## config.mk

```make
export PLATFORM = sky130hd
export DESIGN_NAME = usb_dfu_request_state_machine
export DESIGN_NICKNAME = d
export VERILOG_FILES = /design/src/rtl/dfu_pkg.sv /design/src/rtl/dfu_cfg.sv /design/src/rtl/dfu_core.sv /design/src/rtl/usb_dfu_request_state_machine.sv
export SDC_FILE = /design/constraint.sdc
export NUM_CORES = 1
export LEC_CHECK = 0
export CAP_MARGIN = 20
export CELL_PAD_IN_SITES_DETAIL_PLACEMENT = 0
export CELL_PAD_IN_SITES_GLOBAL_PLACEMENT = 2
export CORE_MARGIN = 8
export CORE_UTILIZATION = 40
export CTS_CLUSTER_DIAMETER = 60
export DETAILED_ROUTE_END_ITERATION = 6
export DONT_BUFFER_PORTS = 1
export GPL_TIMING_DRIVEN = 1
export PLACE_DENSITY_LB_ADDON = 0.25
export REMOVE_ABC_BUFFERS = 1
export SYNTH_ARGS = -nofsm -noshare
export SYNTH_HDL_FRONTEND = slang
export SYNTH_SLANG_ARGS = --single-unit
export TNS_END_PERCENT = 100
```

## constraint.sdc

```tcl
create_clock -name aclk -period 5.5 [get_ports aclk]
set_input_delay 0.825 -clock aclk [delete_from_list [all_inputs] [get_ports aclk]]
set_output_delay 0.825 -clock aclk [all_outputs]
set_load 0.02 [all_outputs]
```

## src/rtl/dfu_pkg.sv

```systemverilog
package dfu_pkg;

    // Event codes on the input channel
    localparam logic [2:0] OP_SETUP   = 3'd0;
    localparam logic [2:0] OP_ACK     = 3'd1;
    localparam logic [2:0] OP_DONE    = 3'd2;
    localparam logic [2:0] OP_SET_IF  = 3'd3;
    localparam logic [2:0] OP_GET_IF  = 3'd4;
    localparam logic [2:0] OP_BUS_RST = 3'd5;

    // DFU class request codes
    localparam logic [7:0] RQ_DETACH    = 8'd0;
    localparam logic [7:0] RQ_DNLOAD    = 8'd1;
    localparam logic [7:0] RQ_UPLOAD    = 8'd2;
    localparam logic [7:0] RQ_GETSTATUS = 8'd3;
    localparam logic [7:0] RQ_CLRSTATUS = 8'd4;
    localparam logic [7:0] RQ_GETSTATE  = 8'd5;
    localparam logic [7:0] RQ_ABORT     = 8'd6;

    // Configuration register indexes (word address)
    localparam logic [1:0] CFG_CAN_DNLOAD = 2'd0;
    localparam logic [1:0] CFG_CAN_UPLOAD = 2'd1;
    localparam logic [1:0] CFG_MANIF_TOL  = 2'd2;

    typedef enum logic [3:0] {
        ST_IDLE         = 4'd2,
        ST_DNLOAD_SYNC  = 4'd3,
        ST_DNBUSY       = 4'd4,
        ST_DNLOAD_IDLE  = 4'd5,
        ST_MANIFEST_SYNC = 4'd6,
        ST_MANIFEST     = 4'd7,
        ST_MANIFEST_WR  = 4'd8,
        ST_UPLOAD_IDLE  = 4'd9,
        ST_ERROR        = 4'd10
    } dev_state_t;

    typedef enum logic [2:0] {
        RK_NONE   = 3'd0,
        RK_ACK    = 3'd1,
        RK_STATUS = 3'd2,
        RK_STATE  = 3'd3,
        RK_DATA   = 3'd4,
        RK_UPLOAD = 3'd5,
        RK_ALT    = 3'd6
    } reply_kind_t;

    typedef struct packed {
        logic        can_download;
        logic        can_upload;
        logic        manifest_tolerant;
    } cfg_t;

    typedef struct packed {
        logic [2:0]  op;
        logic [7:0]  request_code;
        logic [15:0] req_length;
        logic [15:0] req_value;
        logic        data_done;
        logic        firmware_valid;
        logic [23:0] poll_timeout_in;
    } item_t;

    typedef struct packed {
        logic        stall_res;
        reply_kind_t reply_kind;
        logic [3:0]  reported_state;
        logic [23:0] poll_timeout_out;
        logic [7:0]  alt_reply;
        logic        deliver_block;
        logic [15:0] block_number;
        logic [15:0] block_length;
        logic        detach_notice;
        logic        abort_notice;
    } res_t;

endpackage

```

## src/rtl/dfu_cfg.sv

```systemverilog
module dfu_cfg (
    input  logic              aclk,
    input  logic              aresetn,
    input  logic              psel,
    input  logic              penable,
    input  logic              pwrite,
    input  logic [3:0]        paddr,
    input  logic [31:0]       pwdata,
    output logic [31:0]       prdata,
    output logic              pready,
    output dfu_pkg::cfg_t     cfg
);

    dfu_pkg::cfg_t cfg_reg;
    logic          wr_en;
    logic [1:0]    idx;

    assign pready = 1'b1;
    assign idx    = paddr[3:2];
    assign wr_en  = psel && penable && pwrite;

    always_ff @(posedge aclk) begin
        if (!aresetn) begin
            cfg_reg <= '0;
        end else if (wr_en) begin
            unique case (idx)
                dfu_pkg::CFG_CAN_DNLOAD: cfg_reg.can_download      <= pwdata[0];
                dfu_pkg::CFG_CAN_UPLOAD: cfg_reg.can_upload        <= pwdata[0];
                dfu_pkg::CFG_MANIF_TOL:  cfg_reg.manifest_tolerant <= pwdata[0];
                default: ;
            endcase
        end
    end

    always_comb begin
        prdata = '0;
        unique case (idx)
            dfu_pkg::CFG_CAN_DNLOAD: prdata[0] = cfg_reg.can_download;
            dfu_pkg::CFG_CAN_UPLOAD: prdata[0] = cfg_reg.can_upload;
            dfu_pkg::CFG_MANIF_TOL:  prdata[0] = cfg_reg.manifest_tolerant;
            default:                 prdata    = '0;
        endcase
    end

    assign cfg = cfg_reg;

endmodule

```

## src/rtl/dfu_core.sv

```systemverilog
module dfu_core #(
    parameter int BUFFER_SIZE = 512
) (
    input  logic             aclk,
    input  logic             aresetn,
    input  logic             step,
    input  dfu_pkg::cfg_t    cfg,
    input  dfu_pkg::item_t   item,
    output dfu_pkg::res_t    res
);

    localparam logic [15:0] BUF_LIM = 16'(BUFFER_SIZE);

    dfu_pkg::dev_state_t state_reg, state_next;
    logic        pend_reg, pend_next;
    logic [7:0]  alt_reg, alt_next;
    logic [15:0] sblk_reg, sblk_next;
    logic [15:0] slen_reg, slen_next;

    logic [7:0]  rq;
    logic [15:0] len;
    logic        rq_known, is_dn, len_ok, slen_ok, plain_setup;

    assign rq       = item.request_code;
    assign len      = item.req_length;
    assign rq_known = rq <= dfu_pkg::RQ_ABORT;
    assign is_dn    = (rq == dfu_pkg::RQ_DNLOAD) && cfg.can_download && (len != 16'd0);
    assign len_ok   = len <= BUF_LIM;
    assign slen_ok  = slen_reg <= BUF_LIM;
    // setup-stage requests handled by the per-state table
    assign plain_setup = rq_known && (rq != dfu_pkg::RQ_DETACH) && (rq != dfu_pkg::RQ_UPLOAD);

    // next state
    always_comb begin
        state_next = state_reg;
        pend_next  = pend_reg;
        alt_next   = alt_reg;
        sblk_next  = sblk_reg;
        slen_next  = slen_reg;
        unique case (item.op)
            dfu_pkg::OP_SETUP: begin
                if (plain_setup) begin
                    unique case (state_reg)
                        dfu_pkg::ST_IDLE: begin
                            if (rq == dfu_pkg::RQ_DNLOAD) begin
                                if (is_dn) begin
                                    state_next = dfu_pkg::ST_DNLOAD_SYNC;
                                    pend_next  = 1'b1;
                                end else begin
                                    state_next = dfu_pkg::ST_ERROR;
                                end
                            end else if (rq == dfu_pkg::RQ_CLRSTATUS) begin
                                state_next = dfu_pkg::ST_ERROR;
                            end
                        end
                        dfu_pkg::ST_DNLOAD_SYNC: begin
                            if (rq == dfu_pkg::RQ_GETSTATUS) begin
                                if (pend_reg) begin
                                    state_next = dfu_pkg::ST_DNBUSY;
                                    if (slen_ok) pend_next = 1'b0;
                                end else begin
                                    state_next = dfu_pkg::ST_DNLOAD_IDLE;
                                end
                            end else if (rq != dfu_pkg::RQ_GETSTATE) begin
                                state_next = dfu_pkg::ST_ERROR;
                            end
                        end
                        dfu_pkg::ST_DNLOAD_IDLE: begin
                            priority if (rq == dfu_pkg::RQ_DNLOAD) begin
                                if (is_dn) begin
                                    state_next = dfu_pkg::ST_DNLOAD_SYNC;
                                    pend_next  = 1'b1;
                                end else if (item.data_done) begin
                                    state_next = dfu_pkg::ST_MANIFEST_SYNC;
                                end else begin
                                    state_next = dfu_pkg::ST_ERROR;
                                end
                            end else if (rq == dfu_pkg::RQ_ABORT) begin
                                state_next = dfu_pkg::ST_IDLE;
                            end else if (rq == dfu_pkg::RQ_CLRSTATUS) begin
                                state_next = dfu_pkg::ST_ERROR;
                            end else begin
                            end
                        end
                        dfu_pkg::ST_MANIFEST_SYNC: begin
                            if (rq == dfu_pkg::RQ_GETSTATUS) begin
                                if (!cfg.manifest_tolerant) state_next = dfu_pkg::ST_MANIFEST;
                                else if (item.firmware_valid) state_next = dfu_pkg::ST_IDLE;
                            end else if (rq != dfu_pkg::RQ_GETSTATE) begin
                                state_next = dfu_pkg::ST_ERROR;
                            end
                        end
                        dfu_pkg::ST_MANIFEST, dfu_pkg::ST_MANIFEST_WR: ;
                        dfu_pkg::ST_UPLOAD_IDLE: begin
                            if (rq == dfu_pkg::RQ_ABORT) state_next = dfu_pkg::ST_IDLE;
                        end
                        dfu_pkg::ST_ERROR: begin
                            if (rq == dfu_pkg::RQ_CLRSTATUS) state_next = dfu_pkg::ST_IDLE;
                        end
                        default: state_next = dfu_pkg::ST_ERROR;
                    endcase
                end
            end
            dfu_pkg::OP_ACK: begin
                if (rq == dfu_pkg::RQ_DNLOAD && cfg.can_download &&
                    state_reg == dfu_pkg::ST_DNLOAD_SYNC) begin
                    sblk_next = item.req_value;
                    slen_next = len;
                end
            end
            dfu_pkg::OP_DONE: begin
                if (state_reg == dfu_pkg::ST_DNBUSY) begin
                    state_next = dfu_pkg::ST_DNLOAD_SYNC;
                end else if (state_reg == dfu_pkg::ST_MANIFEST) begin
                    state_next = cfg.manifest_tolerant ? dfu_pkg::ST_MANIFEST_SYNC
                                                       : dfu_pkg::ST_MANIFEST_WR;
                end
            end
            dfu_pkg::OP_SET_IF: begin
                alt_next   = item.req_value[7:0];
                state_next = dfu_pkg::ST_IDLE;
                pend_next  = 1'b0;
            end
            dfu_pkg::OP_BUS_RST: begin
                state_next = dfu_pkg::ST_IDLE;
                pend_next  = 1'b0;
                alt_next   = 8'd0;
            end
            default: ;
        endcase
    end

    // result fields
    always_comb begin
        res = '0;
        res.reply_kind     = dfu_pkg::RK_NONE;
        res.reported_state = 4'(state_next);
        res.alt_reply      = alt_next;
        unique case (item.op)
            dfu_pkg::OP_SETUP: begin
                priority if (!rq_known) begin
                    res.stall_res = 1'b1;
                end else if (rq == dfu_pkg::RQ_DETACH) begin
                    res.reply_kind = dfu_pkg::RK_ACK;
                end else if (rq == dfu_pkg::RQ_UPLOAD) begin
                    if (!cfg.can_upload || !len_ok) begin
                        res.stall_res = 1'b1;
                    end else begin
                        res.reply_kind   = dfu_pkg::RK_UPLOAD;
                        res.block_number = item.req_value;
                        res.block_length = len;
                    end
                end else if (rq == dfu_pkg::RQ_GETSTATUS &&
                             state_reg != dfu_pkg::ST_MANIFEST &&
                             state_reg != dfu_pkg::ST_MANIFEST_WR &&
                             state_reg != dfu_pkg::ST_DNBUSY) begin
                    res.reply_kind       = dfu_pkg::RK_STATUS;
                    res.poll_timeout_out = item.poll_timeout_in;
                    if (state_reg == dfu_pkg::ST_DNLOAD_SYNC && pend_reg && slen_ok) begin
                        res.deliver_block = 1'b1;
                        res.block_number  = sblk_reg;
                        res.block_length  = slen_reg;
                    end
                end else if (rq == dfu_pkg::RQ_GETSTATE &&
                             state_reg != dfu_pkg::ST_MANIFEST &&
                             state_reg != dfu_pkg::ST_MANIFEST_WR &&
                             state_reg != dfu_pkg::ST_DNBUSY) begin
                    res.reply_kind = dfu_pkg::RK_STATE;
                end else if (rq == dfu_pkg::RQ_DNLOAD &&
                             (state_reg == dfu_pkg::ST_IDLE ||
                              state_reg == dfu_pkg::ST_DNLOAD_IDLE)) begin
                    if (is_dn) begin
                        if (len_ok) begin
                            res.reply_kind   = dfu_pkg::RK_DATA;
                            res.block_length = len;
                        end
                    end else if (state_reg == dfu_pkg::ST_DNLOAD_IDLE && item.data_done) begin
                        res.reply_kind = dfu_pkg::RK_ACK;
                    end else begin
                        res.stall_res = 1'b1;
                    end
                end else if (rq == dfu_pkg::RQ_ABORT && state_reg == dfu_pkg::ST_IDLE) begin
                    res.reply_kind = dfu_pkg::RK_ACK;
                end else if (rq == dfu_pkg::RQ_ABORT &&
                             (state_reg == dfu_pkg::ST_DNLOAD_IDLE ||
                              state_reg == dfu_pkg::ST_UPLOAD_IDLE)) begin
                    res.reply_kind   = dfu_pkg::RK_ACK;
                    res.abort_notice = 1'b1;
                end else if (rq == dfu_pkg::RQ_CLRSTATUS && state_reg == dfu_pkg::ST_ERROR) begin
                    res.reply_kind = dfu_pkg::RK_ACK;
                end else begin
                    res.stall_res = 1'b1;
                end
            end
            dfu_pkg::OP_ACK: begin
                if (!rq_known) res.stall_res = 1'b1;
                else if (rq == dfu_pkg::RQ_DETACH) res.detach_notice = 1'b1;
            end
            dfu_pkg::OP_DONE, dfu_pkg::OP_BUS_RST: ;
            dfu_pkg::OP_SET_IF: res.reply_kind = dfu_pkg::RK_ACK;
            dfu_pkg::OP_GET_IF: res.reply_kind = dfu_pkg::RK_ALT;
            default:            res.stall_res  = 1'b1;
        endcase
    end

    always_ff @(posedge aclk) begin
        if (!aresetn) begin
            state_reg <= dfu_pkg::ST_IDLE;
            pend_reg  <= 1'b0;
            alt_reg   <= 8'd0;
            sblk_reg  <= 16'd0;
            slen_reg  <= 16'd0;
        end else if (step) begin
            state_reg <= state_next;
            pend_reg  <= pend_next;
            alt_reg   <= alt_next;
            sblk_reg  <= sblk_next;
            slen_reg  <= slen_next;
        end
    end

    // a block is handed over only out of download-sync with a fitting length
    assert property (@(posedge aclk) disable iff (!aresetn)
        step && res.deliver_block |-> state_reg == dfu_pkg::ST_DNLOAD_SYNC && slen_ok)
        else $error("block delivered outside download sync");

    // a delivered block is no longer pending
    assert property (@(posedge aclk) disable iff (!aresetn)
        step && res.deliver_block |=> !pend_reg)
        else $error("pending flag kept after delivery");

    // manifest and manifest-wait-reset states only leave through the completion notice or reset/set interface
    assert property (@(posedge aclk) disable iff (!aresetn)
        step && item.op == dfu_pkg::OP_SETUP && state_reg == dfu_pkg::ST_MANIFEST_WR
        |=> state_reg == dfu_pkg::ST_MANIFEST_WR)
        else $error("left manifest-wait-reset on a request");

endmodule

```

## src/rtl/usb_dfu_request_state_machine.sv

```systemverilog
// DFU 1.1 device request state machine.
// Input channel (s_*): one event per transaction: class request setup or
// acknowledge stage, download-complete notice, set-interface or
// get-interface request, or bus reset. Result channel (m_*): exactly one
// result per event with stall flag, reply kind, resulting DFU state, poll
// timeout, alternate setting and the block/detach/abort notices.
// Configuration: APB port, word registers 0 can_download, 1 can_upload,
// 2 manifest_tolerant (bit 0). The user must write them only while no event
// is in flight; the block itself does not enforce this. An accepted event is
// captured in the input register, then the state and result register update.
// Throughput: one event per cycle while results are taken; the state update
// is a single combinational pass between the input and result registers.
// A stalled receiver holds the result register; the input register keeps
// one more event, after which s_ready drops until the result is taken.
// Reset (aresetn low, synchronous): state dfuIDLE, pending cleared,
// alternate setting, saved block and length zero, registers zero, both
// pipeline stages empty.
module usb_dfu_request_state_machine #(
    parameter int BUFFER_SIZE = 512
) (
    input  logic        aclk,
    input  logic        aresetn,

    input  logic        psel,
    input  logic        penable,
    input  logic        pwrite,
    input  logic [3:0]  paddr,
    input  logic [31:0] pwdata,
    output logic [31:0] prdata,
    output logic        pready,

    input  logic        s_valid,
    output logic        s_ready,
    input  logic [2:0]  s_op,
    input  logic [7:0]  s_request_code,
    input  logic [15:0] s_req_length,
    input  logic [15:0] s_req_value,
    input  logic        s_data_done,
    input  logic        s_firmware_valid,
    input  logic [23:0] s_poll_timeout_in,

    output logic        m_valid,
    input  logic        m_ready,
    output logic        m_stall_res,
    output logic [2:0]  m_reply_kind,
    output logic [3:0]  m_reported_state,
    output logic [23:0] m_poll_timeout_out,
    output logic [7:0]  m_alt_reply,
    output logic        m_deliver_block,
    output logic [15:0] m_block_number,
    output logic [15:0] m_block_length,
    output logic        m_detach_notice,
    output logic        m_abort_notice
);

    dfu_pkg::cfg_t  cfg;
    dfu_pkg::item_t item_reg;
    dfu_pkg::res_t  res, res_reg;
    logic           in_valid_reg, in_valid_next;
    logic           out_valid_reg, out_valid_next;
    logic           step;

    dfu_cfg u_cfg (
        .aclk    (aclk),
        .aresetn (aresetn),
        .psel    (psel),
        .penable (penable),
        .pwrite  (pwrite),
        .paddr   (paddr),
        .pwdata  (pwdata),
        .prdata  (prdata),
        .pready  (pready),
        .cfg     (cfg)
    );

    dfu_core #(
        .BUFFER_SIZE (BUFFER_SIZE)
    ) u_core (
        .aclk    (aclk),
        .aresetn (aresetn),
        .step    (step),
        .cfg     (cfg),
        .item    (item_reg),
        .res     (res)
    );

    assign step    = in_valid_reg && (!out_valid_reg || m_ready);
    assign s_ready = !in_valid_reg || step;

    always_comb begin
        in_valid_next = in_valid_reg;
        if (s_valid && s_ready) in_valid_next = 1'b1;
        else if (step)          in_valid_next = 1'b0;

        out_valid_next = out_valid_reg;
        if (step)         out_valid_next = 1'b1;
        else if (m_ready) out_valid_next = 1'b0;
    end

    always_ff @(posedge aclk) begin
        if (!aresetn) begin
            in_valid_reg  <= 1'b0;
            out_valid_reg <= 1'b0;
        end else begin
            in_valid_reg  <= in_valid_next;
            out_valid_reg <= out_valid_next;
        end
    end

    always_ff @(posedge aclk) begin
        if (s_valid && s_ready) begin
            item_reg.op              <= s_op;
            item_reg.request_code    <= s_request_code;
            item_reg.req_length      <= s_req_length;
            item_reg.req_value       <= s_req_value;
            item_reg.data_done       <= s_data_done;
            item_reg.firmware_valid  <= s_firmware_valid;
            item_reg.poll_timeout_in <= s_poll_timeout_in;
        end
        if (step) res_reg <= res;
    end

    assign m_valid            = out_valid_reg;
    assign m_stall_res        = res_reg.stall_res;
    assign m_reply_kind       = 3'(res_reg.reply_kind);
    assign m_reported_state   = res_reg.reported_state;
    assign m_poll_timeout_out = res_reg.poll_timeout_out;
    assign m_alt_reply        = res_reg.alt_reply;
    assign m_deliver_block    = res_reg.deliver_block;
    assign m_block_number     = res_reg.block_number;
    assign m_block_length     = res_reg.block_length;
    assign m_detach_notice    = res_reg.detach_notice;
    assign m_abort_notice     = res_reg.abort_notice;

    assert property (@(posedge aclk) !aresetn |=> !m_valid && s_ready)
        else $error("pipeline not empty after reset");

    assert property (@(posedge aclk) disable iff (!aresetn)
        m_valid && m_stall_res |-> m_reply_kind == 3'(dfu_pkg::RK_NONE))
        else $error("stalled request carries a reply");

    assert property (@(posedge aclk) disable iff (!aresetn)
        m_valid && m_reply_kind != 3'(dfu_pkg::RK_STATUS) |-> m_poll_timeout_out == 24'd0)
        else $error("poll timeout outside status reply");

    assert property (@(posedge aclk) disable iff (!aresetn)
        m_valid |-> m_reported_state >= 4'(dfu_pkg::ST_IDLE) &&
                    m_reported_state <= 4'(dfu_pkg::ST_ERROR))
        else $error("reported state out of range");

    assert property (@(posedge aclk) disable iff (!aresetn)
        !s_ready |-> in_valid_reg && m_valid && !m_ready)
        else $error("input blocked without a stalled result");

endmodule
```

# After elaboration in Yosys (flattened, before gate mapping)
# Cells that the tools add are included.
# totals
reg_bits,194
input_bits,112
out_inout_bits,110
word_cells,189
# classes
n_lt_le_gt_ge,3
n_eq_ne,32
n_mux,72
bitwise,3
n_reduce_logical,52
# op_table
operator,count
2-to-1 mux 16 bit,6
2-to-1 mux 4 bit,20
2-to-1 mux 32 bit,2
2-to-1 mux 33 bit,1
<= comparator 16 x 10 -> 1 bit (second input constant),2
case mux 4 bit (7 select lines),1
2-to-1 mux 3 bit,9
2-to-1 mux 1 bit,26
equality test 8 x 3 -> 1 bit (second input constant),3
logical AND 1 bit,22
equality test 4 x 3 -> 1 bit (second input constant),4
equality test 8 x 2 -> 1 bit (second input constant),2
case mux 8 bit (2 select lines),1
nonzero test 16 bit,1
equality test 4 bit (second input constant),3
!= test 3 x 2 -> 1 bit (second input constant),4
case mux 4 bit (3 select lines),1
case mux 3 bit (3 select lines),1
equality test 4 x 2 -> 1 bit (second input constant),2
equality test 8 x 1 -> 1 bit (second input constant),1
<= comparator 8 x 3 -> 1 bit (second input constant),1
logical NOT 8 bit,1
!= test 4 x 3 -> 1 bit (second input constant),2
!= test 8 x 2 -> 1 bit (second input constant),1
25 further kinds,45

# Depth between registers and ports, before layout
# depth
depth_word,12
depth_mapped,9
depth_no_buf,6

# Cells and area by module
# A second synthesis with hierarchy kept.
# hier_totals
cells_unflattened,658
hier_area_um2,8311.7
# modules_own_cells
module,n_inst,cells_per_inst,area_per_inst_um2,seq_area_each_um2
usb_dfu_request_state_machine,1,153,4428.0,4364.2
dfu_core,1,455,3469.6,900.9
dfu_cfg,1,50,414.1,60.1

# Worst setup path after synthesis
# No wires, ideal clock.
# synth_timing
kind,input -> register
startpoint,input port m_ready
endpoint,"register res_reg, in the netlist m_abort_notice (enable)"
setup_time_ns,0.469
arrival_time_ns,3.513
t_required_ns,5.031
slack_ns,1.518
stages,5
path_buffers,2
cell_sequence,nor2b_1 nand2b_1 clkbuf_1 inv_1 clkbuf_1
# synth_between
elab_chain_len,2
# synth_rtl
element,line,source
"start, declared",usb_dfu_request_state_machine.sv:43,"input logic m_ready,"
logical OR 1 bit,usb_dfu_request_state_machine.sv:87,assign step = in_valid_reg && (!out_valid_reg || m_ready);
logical AND 1 bit,usb_dfu_request_state_machine.sv:87,
"end signal, assigned",usb_dfu_request_state_machine.sv:120,if (step) res_reg <= res;
"end, declared",usb_dfu_request_state_machine.sv:58,"dfu_pkg::res_t res, res_reg;"
# No other way between the ends.
# A chain may end at the register's enable or synchronous reset.

# Worst setup path in the final report
# layout_timing
startpoint,register item_reg[58] in the netlist's numbering
endpoint,"register res_reg, in the netlist m_block_length[4] (data pin)"
# layout_between
elab_chain_len,8
elab_cells_between_ends,22
classes_between,order compare (1); eq/ne (4); mux (5); bitwise (1); reduce/logical (11)
# layout_rtl
element,line,source
"start, declared",usb_dfu_request_state_machine.sv:57,dfu_pkg::item_t item_reg;
equality test 8 x 1 -> 1 bit,"dfu_core.sv:27, dfu_core.sv:169",
logical AND 1 bit (2 in a row),dfu_core.sv:27,assign is_dn = (rq == dfu_pkg::RQ_DNLOAD) && cfg.can_download && (len != 16'd0);
2-to-1 mux 16 bit,dfu_core.sv:172,if (is_dn) begin
2-to-1 mux 16 bit,dfu_core.sv:169,end else if (rq == dfu_pkg::RQ_DNLOAD &&
2-to-1 mux 16 bit,dfu_core.sv:164,end else if (rq == dfu_pkg::RQ_GETSTATE &&
2-to-1 mux 16 bit,dfu_core.sv:153,end else if (rq == dfu_pkg::RQ_GETSTATUS &&
2-to-1 mux 32 bit,dfu_core.sv:145,end else if (rq == dfu_pkg::RQ_UPLOAD) begin
# Parallel ways exist; a longest one is shown, timed or not.

==> results.py <==
metrics = {
    "routing": {
        "firstDrtPassIters": 5,
        "detail_route.wirelength_um": 19400,
        "routedWlPerCell_um": 20.64,
        "post-route-drc-count": 0,
        "drt-initial-drc-count": 398,
        "via_cell_ratio": 5.395,
        "detailroute.via_count": 5071,
        "route.antenna.remaining_nets": 0,
    },
    "finish": {
        "antenna-diode-count": 0,
        "finalCoreUtilization": 0.4434,
        "design_area_um2": 8942,
        "area_added_between_synthesis_and_finish_pct": 8.816,
        "number_of_nets_at_the_end_of_the_flow": 769,
        "layout-drive-gt1-share": 0.07761,
        "largest_register_ffs": 69,
    },
    "global_route": {
        "grt_antenna_before_repair": 2,
        "grt-ovfl-total": 0,
        "first_global_vias": 4971,
        "grt_use_total": 0.1494,
        "grt_first_pass_wirelength_um": 29740,
        "grt_start_max_net_pins": 70,
    },
    "placed_design": {
        "dpl.hpwl_um": 13280,
        "post_dp_cell_area_um2": 8320,
        "globalplace.congestion": 0.8334,
        "place.port_buffers": 0,
    },
    "worst_setup_path": {
        "cp.arrival_ns": 3.62,
        "worstPathCellList": "nor3b_1 > and2_1 > nand2_1 > nor3_2 > and4_1 > buf_4 > a22o_1",
        "worst_setup_path_start_kind": "flop",
        "cpPeakStageDelay_ns": 0.97,
        "required_ns": 5.80,
        "setup.worst_path.class": "reg -> reg",
        "crit_path_start": "item_reg[58]",
        "cp_max_delay_cell": "sky130_fd_sc_hd__and4_1",
        "critical_path.reg2reg.startpoint": "item_reg[58]",
        "setup.worst_path.end_class": "flop",
        "cp_max_fo": 24,
    },
    "synth": {
        "dominantRegCellSynth": "sky130_fd_sc_hd__edfxtp_1",
        "synth.yosys.seq_area_share": 0.6480,
        "ys.warnings.count": 0,
        "postSynthRegisterBits": 194,
        "synth_top_cells_by_area": "sky130_fd_sc_hd__edfxtp_1 53%, sky130_fd_sc_hd__dfxtp_1 12%, sky130_fd_sc_hd__nand2_1 4.7%",
        "post_synth_instance_area_um2": 8218,
        "yosys_cell_types": 72,
        "synth_edf_count": 144,
        "syn_avg_cell_area_um2": 12.34,
        "synth_async_sr_flop_share": 0,
        "netlist_instances": 666,
        "yosysTopAreaCellShare": 0.5262,
        "cell_type_with_the_largest_total_area_after_synthesis": "sky130_fd_sc_hd__edfxtp_1",
    },
    "sta": {
        "clock-skew-final_ns": 0.02346,
        "number_of_endpoints_with_negative_hold_slack_in_the_final_report": 0,
        "fin_tns_setup_ns": 0,
        "final.period_utilization": 0.6039,
        "achievable-frequency_ghz": 0.3011,
        "min_period_ns": 3.322,
        "report.final.setup_viol": 0,
        "hold_slack_ns": 0.4544,
        "unrepaired_setup_endpoints_after_global_routing": "no",
        "slew_viol_final": 0,
        "tightestPinTransition_ns": 1.123,
        "slew-limit-headroom": 0.2512,
    },
    "clock_tree": {
        "source_to_sink_clock_delay_at_the_later_pin_of_the_worst_skew_pair_ns": 0.44,
        "cts_inserted_buffers": 17,
        "post_cts_resized": 0,
        "ctsHoldBuffers": 0,
        "cts-root-buf": "sky130_fd_sc_hd__clkbuf_16",
        "cts.htree.levels": 4,
        "postCtsSetupBuffers": 0,
        "clk_path_buf_depth": 2,
        "clk_pin_slew_ns": 0.08,
        "number_of_clock_sinks": 194,
        "tritoncts_clock_tree": "built",
    },
    "worst_hold_path": {
        "startpoint_of_the_most_critical_hold_path": "u_core.slen_reg[11]",
        "hp-class": "reg -> reg",
    },
    "power_and_ir_drop": {
        "total_leakage_power_nw": 3.012,
        "post-layout-total-power_mw": 3.077,
        "pwr_density_cell_nw_per_um2": 344.1,
        "power.ir.vdd_worst_v": 0.0002058,
    },
    "outcome": {
        "result_of_the_run": "finished, final reports clean",
    },
    "floorplanning": {
        "die_height_um": 159.3,
        "design.core.area_um2": 20170,
        "floorplan.die.width_um": 159.3,
        "design.die.area_um2": 25390,
        "initial_utilization": 0.4074,
        "num_rows": 52,
        "io_pins": 222,
    },
    "flow_run": {
        "max_capacitance_violation_count": 0,
    },
}
[cell usage after synthesis, drive strengths merged (11+ instances only)]
cell    number
nand2      102
a22o        34
and2        26
o21ai       13
nor2        29
edfxtp     144
buf         47
dfxtp       50
a21boi      43
nand3       11
nor2b       13
clkbuf      25
[metrics by stage]
stage | setup slack [ns] | instances
floorplan | 2.021 | 630
global placement | 1.958 | 907
detailed placement | 2.015 | 907
CTS | 1.980 | 939
global route | 1.928 | 940
finish | 2.178 | 940
[worst max-delay path, delay by kind of cell (launching register included)]
| kind | cells | cell delay (ns) |
|---|---|---|
| simple gates | 5 | 2.13 |
| flops | 1 | 0.63 |
| compound gates | 1 | 0.12 |
| buf+inv | 1 | 0.28 |
[where the power goes]
group	internal (mW)	total, mW	switching, mW
Combinational	0.0288	0.113	0.0843
Sequential	1.64	1.71	0.0737
Clock	0.622	1.26	0.633
[cell type report]
cell class,count,area (µm²)
multi-input cells,427,2570
well taps,270,337.8
flip-flops and latches,194,5325
clock buffers,17,425.4
repair buffers,8,65.06
fillers,1885,11230
inverters,9,35.03
clock inverters,15,183.9
[metal layers]
layer / wire length [µm] / GRT usage
met5: 8 / 0
met4: 211 / 0.03902
met3: 1442 / 0.05093
met2: 9173 / 0.2364
met1: 8568 / 0.1927
[cells by family (layout without fill, tap and decap cells)]
| family | Yosys count | in the layout | synth area share |
|---|---|---|---|
| other | 2 | 38 | 0.0009139 |
| buffers and inverters | 81 | 49 | 0.05709 |
| AND/OR/NAND/NOR | 228 | 228 | 0.1401 |
| flip-flops | 194 | 194 | 0.6480 |
| XOR/XNOR | 5 | 5 | 0.005330 |
| multiplexers | 5 | 5 | 0.006090 |
| AO/OA/AOI/OAI | 151 | 151 | 0.1425 |
[path summary, 6_finish.rpt]
| path | endpoint | slack [ns] | cells after the start |
|---|---|---|---|
| worst max-delay path | m_block_length[4] | 2.18 | 7 |
| worst min-delay path | u_core.slen_reg[11] | 0.45 | 2 |
| worst max register to register | m_block_length[4] | 2.18 | 7 |
| worst min register to register | u_core.slen_reg[11] | 0.45 | 2 |
[cells in the final DEF (no fill, tap or decap), types with 3 or more instances in the layout]
master,count
sky130_fd_sc_hd__nand2_1,102
sky130_fd_sc_hd__buf_4,7
sky130_fd_sc_hd__nand4_1,3
sky130_fd_sc_hd__inv_6,4
sky130_fd_sc_hd__a211oi_1,4
sky130_fd_sc_hd__and2_1,25
sky130_fd_sc_hd__o21ai_0,12
sky130_fd_sc_hd__a21boi_1,30
sky130_fd_sc_hd__a21o_1,5
sky130_fd_sc_hd__a311oi_1,3
sky130_fd_sc_hd__nor3_1,8
sky130_fd_sc_hd__nor2_1,29
sky130_fd_sc_hd__clkinv_8,5
sky130_fd_sc_hd__nor2b_1,13
sky130_fd_sc_hd__nand3_1,10
sky130_fd_sc_hd__a22o_1,34
sky130_fd_sc_hd__a21boi_0,13
sky130_fd_sc_hd__o2111ai_1,6
sky130_fd_sc_hd__inv_1,8
sky130_fd_sc_hd__a31oi_1,5
sky130_fd_sc_hd__conb_1,38
sky130_fd_sc_hd__a21oi_1,10
sky130_fd_sc_hd__nor3b_1,3
sky130_fd_sc_hd__nor4_1,3
sky130_fd_sc_hd__nand2b_1,7
sky130_fd_sc_hd__mux2i_1,5
sky130_fd_sc_hd__clkbuf_16,17
sky130_fd_sc_hd__dfxtp_1,50
sky130_fd_sc_hd__o21a_1,3
sky130_fd_sc_hd__xor2_1,3
sky130_fd_sc_hd__edfxtp_1,144
Note: power is estimated with default switching activity, not from simulation.
